$ cat src/sv/pwfs_pkg.sv
// shared types and constants for the pulse-width frame sender
package pwfs_pkg;

  // frame and timing defaults
  localparam int unsigned FRAME_BITS_DEFAULT = 16;
  localparam int unsigned FRAME_BITS_MAX     = 32;
  localparam int unsigned WORD_W             = 16;
  localparam int unsigned TICK_W             = 16;
  localparam logic [TICK_W-1:0] TICKS_RESET  = 16'd833;

  // unit counts per segment of the frame
  localparam int unsigned UNIT_W = 3;
  localparam logic [UNIT_W-1:0] UNITS_START = 3'd2;
  localparam logic [UNIT_W-1:0] UNITS_LONG  = 3'd4;
  localparam logic [UNIT_W-1:0] UNITS_SHORT = 3'd1;
  localparam logic [UNIT_W-1:0] UNITS_STOP  = 3'd1;

  // command codes
  localparam logic CMD_TICK = 1'b0;
  localparam logic CMD_SEND = 1'b1;

  // frame phases
  typedef enum logic [2:0] {
    PH_IDLE  = 3'd0,
    PH_START = 3'd1,
    PH_BHIGH = 3'd2,
    PH_BLOW  = 3'd3,
    PH_STOP  = 3'd4
  } phase_t;

  // input beat
  typedef struct packed {
    logic       command;
    logic [3:0] mode;
    logic [3:0] red;
    logic [3:0] green;
    logic [3:0] blue;
  } req_t;

  // result beat
  typedef struct packed {
    logic line_level;
    logic busy_res;
    logic frame_done;
    logic rejected;
  } rsp_t;

endpackage

$ cat src/sv/pwfs_core.sv
// frame sequencer: phase, unit and tick counters, shift register, line level
module pwfs_core import pwfs_pkg::*; #(
  parameter int unsigned FRAME_BITS = FRAME_BITS_DEFAULT
) (
  input  logic              clk,
  input  logic              rst,
  input  logic              accept,
  input  req_t              req,
  input  logic              cfg_we,
  input  logic [TICK_W-1:0] cfg_wdata,
  output rsp_t              rsp
);

  localparam int unsigned BITS_W = $clog2(FRAME_BITS + 1);
  localparam logic [BITS_W-1:0] BITS_FULL = BITS_W'(FRAME_BITS);

  logic [TICK_W-1:0]     ticks_per_unit;
  logic [FRAME_BITS-1:0] frame_shift, frame_shift_next;
  logic [BITS_W-1:0]     bits_left, bits_left_next;
  phase_t                phase, phase_next;
  logic [UNIT_W-1:0]     units_left, units_left_next;
  logic [TICK_W-1:0]     tick_count, tick_count_next;
  logic                  line_reg, line_reg_next;
  logic                  done, rej;

  // configuration register
  always_ff @(posedge clk) begin
    if (rst) begin
      ticks_per_unit <= TICKS_RESET;
    end else if (cfg_we) begin
      ticks_per_unit <= cfg_wdata;
    end
  end

  // state registers, updated once per accepted beat
  always_ff @(posedge clk) begin
    if (rst) begin
      frame_shift <= '0;
      bits_left   <= '0;
      phase       <= PH_IDLE;
      units_left  <= '0;
      tick_count  <= '0;
      line_reg    <= 1'b1;
    end else if (accept) begin
      frame_shift <= frame_shift_next;
      bits_left   <= bits_left_next;
      phase       <= phase_next;
      units_left  <= units_left_next;
      tick_count  <= tick_count_next;
      line_reg    <= line_reg_next;
    end
  end

  // next state for one beat
  always_comb begin
    logic [TICK_W-1:0]     limit;
    logic [TICK_W:0]       tick_sum;
    logic [UNIT_W-1:0]     units_dec;
    logic [FRAME_BITS-1:0] shifted;
    logic [BITS_W-1:0]     bits_dec;
    logic [31:0]           word_ext;

    frame_shift_next = frame_shift;
    bits_left_next   = bits_left;
    phase_next       = phase;
    units_left_next  = units_left;
    tick_count_next  = tick_count;
    line_reg_next    = line_reg;
    done             = 1'b0;
    rej              = 1'b0;

    limit     = (ticks_per_unit == '0) ? TICK_W'(1) : ticks_per_unit;
    tick_sum  = {1'b0, tick_count} + (TICK_W+1)'(1);
    units_dec = (units_left != '0) ? units_left - UNIT_W'(1) : '0;
    shifted   = frame_shift << 1;
    bits_dec  = (bits_left != '0) ? bits_left - BITS_W'(1) : '0;
    word_ext  = {16'b0, req.mode, req.red, req.green, req.blue};

    if (req.command == CMD_SEND) begin
      if (phase != PH_IDLE) begin
        rej = 1'b1;
      end else begin
        frame_shift_next = word_ext[FRAME_BITS-1:0];
        bits_left_next   = BITS_FULL;
        phase_next       = PH_START;
        units_left_next  = UNITS_START;
        tick_count_next  = '0;
        line_reg_next    = 1'b0;
      end
    end else if (phase != PH_IDLE) begin
      tick_count_next = tick_sum[TICK_W-1:0];
      if (tick_sum >= {1'b0, limit}) begin
        tick_count_next = '0;
        units_left_next = units_dec;
        if (units_dec == '0) begin
          unique case (phase)
            PH_START: begin
              phase_next      = PH_BHIGH;
              units_left_next = frame_shift[FRAME_BITS-1] ? UNITS_LONG : UNITS_SHORT;
              line_reg_next   = 1'b1;
            end
            PH_BHIGH: begin
              phase_next      = PH_BLOW;
              units_left_next = frame_shift[FRAME_BITS-1] ? UNITS_SHORT : UNITS_LONG;
              line_reg_next   = 1'b0;
            end
            PH_BLOW: begin
              frame_shift_next = shifted;
              bits_left_next   = bits_dec;
              if (bits_dec == '0) begin
                phase_next      = PH_STOP;
                units_left_next = UNITS_STOP;
              end else begin
                phase_next      = PH_BHIGH;
                units_left_next = shifted[FRAME_BITS-1] ? UNITS_LONG : UNITS_SHORT;
              end
              line_reg_next = 1'b1;
            end
            default: begin
              phase_next      = PH_IDLE;
              units_left_next = '0;
              line_reg_next   = 1'b1;
              done            = 1'b1;
            end
          endcase
        end
      end
    end
  end

  // result reflects the state after this beat
  always_comb begin
    rsp.line_level = line_reg_next;
    rsp.busy_res   = (phase_next != PH_IDLE);
    rsp.frame_done = done;
    rsp.rejected   = rej;
  end

endmodule

$ cat src/sv/pulse_width_frame_sender_unit.sv
// top level: frame sequencer with a two-entry result buffer
// results are registered into the two-entry buffer and held there while rsp_ready stalls
// throughput: one beat per cycle; the two-entry result buffer keeps intake
//   open while one result waits, req_ready drops only when both entries hold
// reset: synchronous active-high rst empties the buffer, idles the line high
//   and sets ticks_per_unit to 833
module pulse_width_frame_sender_unit import pwfs_pkg::*; #(
  parameter int unsigned FRAME_BITS = FRAME_BITS_DEFAULT
) (
  input  logic              clk,
  input  logic              rst,
  input  logic              req_valid,
  output logic              req_ready,
  input  req_t              req,
  output logic              rsp_valid,
  input  logic              rsp_ready,
  output rsp_t              rsp,
  input  logic              cfg_we,
  input  logic [TICK_W-1:0] cfg_wdata
);

  logic accept, pop;
  rsp_t rsp_new;
  rsp_t skid;
  logic skid_valid;

  assign req_ready = !skid_valid;
  assign accept    = req_valid && req_ready;
  assign pop       = rsp_valid && rsp_ready;

  pwfs_core #(
    .FRAME_BITS(FRAME_BITS)
  ) u_core (
    .clk      (clk),
    .rst      (rst),
    .accept   (accept),
    .req      (req),
    .cfg_we   (cfg_we),
    .cfg_wdata(cfg_wdata),
    .rsp      (rsp_new)
  );

  // result buffer control
  always_ff @(posedge clk) begin
    if (rst) begin
      rsp_valid  <= 1'b0;
      skid_valid <= 1'b0;
    end else if (pop) begin
      if (skid_valid) begin
        skid_valid <= accept;
      end else begin
        rsp_valid <= accept;
      end
    end else if (accept) begin
      if (rsp_valid) begin
        skid_valid <= 1'b1;
      end else begin
        rsp_valid <= 1'b1;
      end
    end
  end

  // result buffer payload
  always_ff @(posedge clk) begin
    if (pop) begin
      if (skid_valid) begin
        rsp <= skid;
        if (accept) begin
          skid <= rsp_new;
        end
      end else if (accept) begin
        rsp <= rsp_new;
      end
    end else if (accept) begin
      if (rsp_valid) begin
        skid <= rsp_new;
      end else begin
        rsp <= rsp_new;
      end
    end
  end

endmodule

$ cat config.mk
export PLATFORM = sky130hd
export DESIGN_NAME = pulse_width_frame_sender_unit
export DESIGN_NICKNAME = d
export VERILOG_FILES = /design/src/sv/pwfs_pkg.sv /design/src/sv/pwfs_core.sv /design/src/sv/pulse_width_frame_sender_unit.sv
export SDC_FILE = /design/constraint.sdc
export NUM_CORES = 1
export LEC_CHECK = 0
export BUFFER_PORTS_ARGS = -buffer_cell sky130_fd_sc_hd__buf_2
export CAP_MARGIN = 20
export CORE_MARGIN = 1.5
export CORE_UTILIZATION = 60
export DETAILED_ROUTE_END_ITERATION = 8
export PLACE_DENSITY = 0.82
export SLEW_MARGIN = 20
export SYNTH_ARGS = -nofsm -noshare
export SYNTH_HDL_FRONTEND = slang
export SYNTH_SLANG_ARGS = --single-unit
$ cat constraint.sdc
create_clock -name clk -period 8.1 [get_ports clk]
set_clock_uncertainty 0.05 [all_clocks]
set_input_delay 1.215 -clock clk [delete_from_list [all_inputs] [get_ports clk]]
set_output_delay 1.215 -clock clk [all_outputs]
set_load 0.05 [all_outputs]
==> impl_metrics.yaml, run 1 <==
status:
  status: "finished, final reports clean"
setup_path:
  critPathSlowestCell: "o21ai_4"
  critPathLaunch: "u_core.tick_count[0]"
  worstPathArrival_ps: 4060
  worst-path-stages: 13
  worst_ep_required_time_ps: 8250
  ff2ff_path_depth: 13
  critPathTopFamily: "compound AO/OA/AOI/OAI gates"
  end_kind: "flip-flop"
  critical_path_class: "flip-flop to flip-flop"
  r2r_setup_slack_ps: 4190
  cp-endpoint: "u_core.frame_shift[2]"
  max_stage_delay_ps: 600
  startpoint_type: "flip-flop"
  cp_num_buf_inv: 0
  reg2reg_to: "u_core.frame_shift[2]"
  r2r_start: "u_core.tick_count[0]"
  path_cells: "ha_1 -> nand3_1 -> nor2_2 -> nand3_1 -> xnor2_1 -> ha_1 -> o21ai_0 -> nor2_1 -> o31a_1 -> a311o_4 -> o21ai_4 -> mux2i_1 -> nor2_1"
  critPathMaxFanout: 19
yosys:
  synth-edff-count: 8
  synth.avg_cell_area_um2: 9.25
  ys_types: 66
  synth-seq-area-share_pct: 38.2
  yosysWarningCount: 0
  synth-main-ff-cell: "dfxtp_1"
  synth_cells: 419
  synth_nets: 477
  ys_ff_latch: 70
  syn_area_um2: 3880
  synth-async-reset-ratio_pct: 0
die:
  design.die.area_um2: 6950
  core_um2: 6310
  initial_core_util_pct: 61.4
  fp.dieW_um: 83.4
  die_height_um: 83.4
  num_rows: 29
  ios: 44
clock_network:
  cts_hold_buf: 0
  clk-insertion-delay-late_ps: 350
  cts_max_path_buffers: 2
  numCtsBuffers: 9
  clock-root-buffer: "clkbuf_8"
  cts_tree: "done"
  cts_setup_buffers: 0
  htree_num_levels: 3
  cts_resized: 0
  cts_sinks: 70
  path_clk_slew_ps: 70
final_layout:
  area_growth_pct: 11.4
  nFillCells: 511
  top_regs: "u_core.frame_shift (16), u_core.tick_count (16), u_core.ticks_per_unit (16)"
  fin_nets: 510
  drive_gt1_share_pct: 19.7
  stdcell_count: 534
  diodes: 0
  final-seq-area_um2: 1480
  multi_input_area_um2: 2200
global_route:
  grt_pass1_vias: 3166
  grtUsageTotal_pct: 25.8
  grt_max_degree: 49
  grt-ovfl-total: 0
  grt_pass1_wl_um: 14500
  grt_antenna_before_repair: 0
routing:
  dr.pass1.iters: 5
  vias: 3281
  wire_per_inst_um: 16.2
  drt-total-wl_um: 8630
  post-route-drc-count: 0
  ant_nets: 0
  drtIter0Drc: 303
  routed_via_density: 6.14
sta:
  worstMarginPinSlew_ps: 890
  finalCritPeriodShare_pct: 48.3
  setup_total_negative_slack_ps: 0
  max_freq_mhz: 255
  holdWs_ps: 449
  relSlewSlack_pct: 40.6
  drv_slew: 0
  rsz0062_at_grt: "false"
  hold_viol: 0
  setup-violations-final: 0
  period_needed_ps: 3910
power:
  power.internal_mw: 0.594
  p_sw_share_pct: 24.8
  p_seq_share_pct: 46.9
  total_power_mw: 0.790
  ir_worst_vdd_v: 0.000179
  pwr-share-comb_pct: 11.4
  clkPwrFrac_pct: 41.7
  p_switching_mw: 0.196
  p_leak_nw: 1.90
  pwr_density_cell_nw_per_um2: 183
place:
  dp_hpwl_um: 5870
  dpl.cell_count: 518
  gp_congestion: 0.902
  port_buffers: 43
worst_hold_path:
  hold_class: "flip-flop to flip-flop"
run:
  cap_viol_max_count: 0
cell families (layout without fill, tap and decap cells):
group                    after synthesis  after routing  share of synthesized area [%]
XOR/XNOR                              14             14                           3.16
multiplexers                          48             48                           12.9
AO/OA/AOI/OAI                         80             80                           15.7
AND/OR/NAND/NOR                      142            142                           18.4
buffers and inverters                 45             83                           5.16
adder cells (fa/ha/maj)               20             20                           6.45
flip-flops                            70             70                           38.2
worst min path at each step:
stage / from / end / cells after the start
after CTS: u_core.bits_left[1] / u_core.bits_left[1] / 1
after global placement: u_core.ticks_per_unit[0] / u_core.ticks_per_unit[0] / 2
after floorplan: u_core.ticks_per_unit[0] / u_core.ticks_per_unit[0] / 2
final: u_core.bits_left[1] / u_core.bits_left[1] / 1
after detailed placement: u_core.bits_left[1] / u_core.bits_left[1] / 1
after global routing: u_core.bits_left[1] / u_core.bits_left[1] / 1
stage by stage:
| step | setup WS [ps] | util [%] | instance area, µm² |
|---|---|---|---|
| 2_1_floorplan | 4850 | - | 3880 |
| 3_3_place_gp | 4020 | 64.6 | 4080 |
| 3_5_place_dp | 3920 | 64.6 | 4080 |
| 4_1_cts | 3890 | 68.3 | 4310 |
| 5_1_grt | 3830 | 68.4 | 4320 |
| 6_report | 4190 | 68.4 | 4320 |
power by group through the flow:
stage	sequential [mW]	clock, mW	combinational (mW)
3_5_place_dp	0.378	0	0.0882
6_report	0.371	0.329	0.0902
5_1_grt	0.372	0.344	0.0987
3_3_place_gp	0.377	0	0.0856
2_1_floorplan	0.383	0	0.0590
4_1_cts	0.370	0.330	0.0895
placed cells by master (no fill, tap or decap), types with 12 or more instances in the layout:
cell,netlist,layout
o21ai_0,13,13
dfxtp_1,62,62
nand3_1,16,16
buf_2,1,43
mux2i_1,31,31
mux2_2,17,17
clkbuf_8,0,12
ha_1,20,20
inv_1,23,23
nor2_1,41,41
nand2_1,31,31
a21oi_1,19,19
layer usage:
metal / share of wire (%) / global-route usage (%) / up-vias
li1: - / - / 1604
met1: 44 / 32.7 / 1522
met2: 47 / 41.8 / 130
met3: 6.8 / 6.26 / 25
met4: 2.5 / 11.4 / 0
met5: 0 / 0 / -
cells in the mapped netlist, drive strengths merged (9+ instances only):
master	instances	share of area [%]
dfxtp	62	32
nor2	42	4.1
nand2	32	3.2
mux2i	31	8.0
inv	24	2.3
ha	20	6.5
a21oi	19	2.5
mux2	17	4.9
nand3	16	2.1
o21ai	14	1.9
clkbuf	12	1.2
xnor2	11	2.5
buf	9	1.7
nor3	9	1.3
nor4	9	1.8
cell type report:
type                    count  area share (%)
clock buffers              13            3.91
clock inverters             3            1.51
inverters                  24            2.09
multi-input cells         304            51.0
flip-flops and latches     70            34.3
well taps                  77            2.23
repair buffers             43            4.98
Note: power is estimated with default switching activity, not from simulation.
==> run 2: changes to the inputs <==
CORE_UTILIZATION = 53   (was 60)
PLACE_DENSITY = 0.76   (was 0.82)
clock period = 3.6 ns   (was 8.1 ns; I/O delays follow)
==> impl_metrics.yaml, run 2 (synthesis results as in run 1) <==
status:
  status: "finished, final reports clean"
power:
  p_sw_share_pct: 27.0
  ir_worst_vdd_v: 0.000296
  total_power_mw: 1.65
  p_leak_nw: 2.00
  p_switching_mw: 0.445
  pwr_density_cell_nw_per_um2: 369
  p_seq_share_pct: 50.7
  power.internal_mw: 1.20
  pwr-share-comb_pct: 12.6
  clkPwrFrac_pct: 36.7
global_route:
  grt_max_degree: 33
  grt_antenna_before_repair: 0
  grt_pass1_vias: 3068
  grtUsageTotal_pct: 23.6
  grt_pass1_wl_um: 14300
  grt-ovfl-total: 0
place:
  dp_hpwl_um: 6020
  port_buffers: 43
  placed_area_um2: 4190
  dpl.cell_count: 547
  gp_congestion: 0.818
worst_hold_path:
  holdPathStages: 3
  hold_class: "primary input to flip-flop"
clock_network:
  clock-root-buffer: "clkbuf_8"
  clk-insertion-delay-late_ps: 350
  numCtsBuffers: 9
  cts_tree: "done"
  cts_max_path_buffers: 2
  path_clk_slew_ps: 70
  cts_sinks: 70
  htree_num_levels: 3
routing:
  post-route-drc-count: 0
  wl_met1_um: 3960
  drtIter0Drc: 166
  routed_via_density: 5.83
  route.met3.wl_um: 435
  top_layer: "met4"
  ant_nets: 0
  wire_per_inst_um: 14.9
  dr.pass1.iters: 4
  wl_met2_um: 3860
  vias: 3298
  drt-total-wl_um: 8450
die:
  initial_core_util_pct: 55.8
  design.die.area_um2: 7840
  core_um2: 6940
  ios: 44
  num_rows: 30
  die_height_um: 88.5
  fp.dieW_um: 88.5
final_layout:
  diodes: 0
  fin_nets: 523
  stdcell_count: 566
  design_area_um2: 4460
  drive_gt1_share_pct: 24.3
  area_growth_pct: 15.1
  final_cell_mix: "dfxtp_1 (59), buf_2 (43), nor2_1 (41)"
  top_regs: "u_core.frame_shift (16), u_core.tick_count (16), u_core.ticks_per_unit (16)"
  nFillCells: 586
  final_common_cell: "dfxtp_1"
setup_path:
  ff2ff_path_depth: 14
  worst_ep_required_time_ps: 3820
  critPathMaxFanout: 13
  startpoint_type: "flip-flop"
  worstPathArrival_ps: 3600
  critPathLaunch: "u_core.tick_count[0]"
  end_kind: "flip-flop"
  reg2reg_to: "u_core.tick_count[2]"
  r2r_setup_slack_ps: 220
  r2r_start: "u_core.tick_count[0]"
  critical_path_class: "flip-flop to flip-flop"
  cp-endpoint: "u_core.tick_count[2]"
sta:
  finalCritPeriodShare_pct: 93.9
  worstMarginPinSlew_ps: 681
  drv_slew: 0
  relSlewSlack_pct: 54.6
  max_freq_mhz: 296
  hold_viol: 0
  period_needed_ps: 3380
  setup-violations-final: 0
run:
  cap_viol_max_count: 0
[run 2: changes by cell type in the layout (fill, tap and decap cells not counted), sizes merged]
cell / delta
buf: +13
bufinv: -2
clkinv: +1
inv: +1
[run 2: repair_timing]
item,in CTS,in global routing
hold buffers,0,0
endpoints found under the setup margin,0,43
resized for setup,0,14
endpoints found under the hold margin,0,0
setup buffers,0,3
[run 2: through the flow]
stage / util, % / setup TNS [ps] / hold slack, ps / setup slack (ps)
after floorplan: - / 0 / 394 / 349
after global placement: 60.3 / 0 / 411 / 188
after detailed placement: 60.3 / 0 / 428 / 53.0
after CTS: 63.0 / 0 / 355 / 42.9
after global routing: 64.3 / -2.72 / 365 / -2.72
final: 64.3 / 0 / 357 / 220
[run 2: layout make-up]
| cell class | instances | area [µm²] | area share, % |
|---|---|---|---|
| Clock inverter | 3 | 16.3 | 0.365 |
| Timing Repair Buffer | 56 | 329 | 7.38 |
| Inverter | 24 | 90.1 | 2.02 |
| Multi-Input combinational cell | 304 | 2250 | 50.5 |
| Tap cell | 96 | 120 | 2.69 |
| Clock buffer | 13 | 169 | 3.79 |
| Sequential cell | 70 | 1490 | 33.3 |
[run 2: worst min-delay path by stage]
stage,end,start,slack (ps)
after global placement,u_core.ticks_per_unit[0],u_core.ticks_per_unit[0],410
final,u_core.ticks_per_unit[6],cfg_wdata[6],360
after floorplan,u_core.ticks_per_unit[0],u_core.ticks_per_unit[0],390
after global routing,u_core.ticks_per_unit[0],cfg_wdata[0],370
after CTS,u_core.ticks_per_unit[6],cfg_wdata[6],350
after detailed placement,u_core.tick_count[4],u_core.tick_count[4],430
[run 2: worst max-delay path, stage by stage (launching register included)]
cell,delay (ps)
dfxtp_2,370
ha_1,190
nand3_1,120
nor2_4,220
xor2_1,230
ha_1,290
a211oi_2,220
nor2_1,70
o31a_1,280
a311o_4,390
buf_4,190
nor4_4,230
buf_6,200
nand3b_1,90
a21oi_1,140
[run 2: metal layers]
layer	global-route usage, %	up-vias
li1	-	1634
met5	0	-
met4	10.5	0
met1	31.7	1549
met2	37.1	94
met3	4.38	21
[run 2: power groups by stage]
| stage | clock (mW) | sequential (mW) | combinational (mW) |
|---|---|---|---|
| 2_1_floorplan | 0 | 0.862 | 0.133 |
| 3_3_place_gp | 0 | 0.850 | 0.199 |
| 3_5_place_dp | 0 | 0.851 | 0.205 |
| 4_1_cts | 0.609 | 0.834 | 0.207 |
| 5_1_grt | 0.635 | 0.838 | 0.229 |
| 6_report | 0.603 | 0.834 | 0.208 |
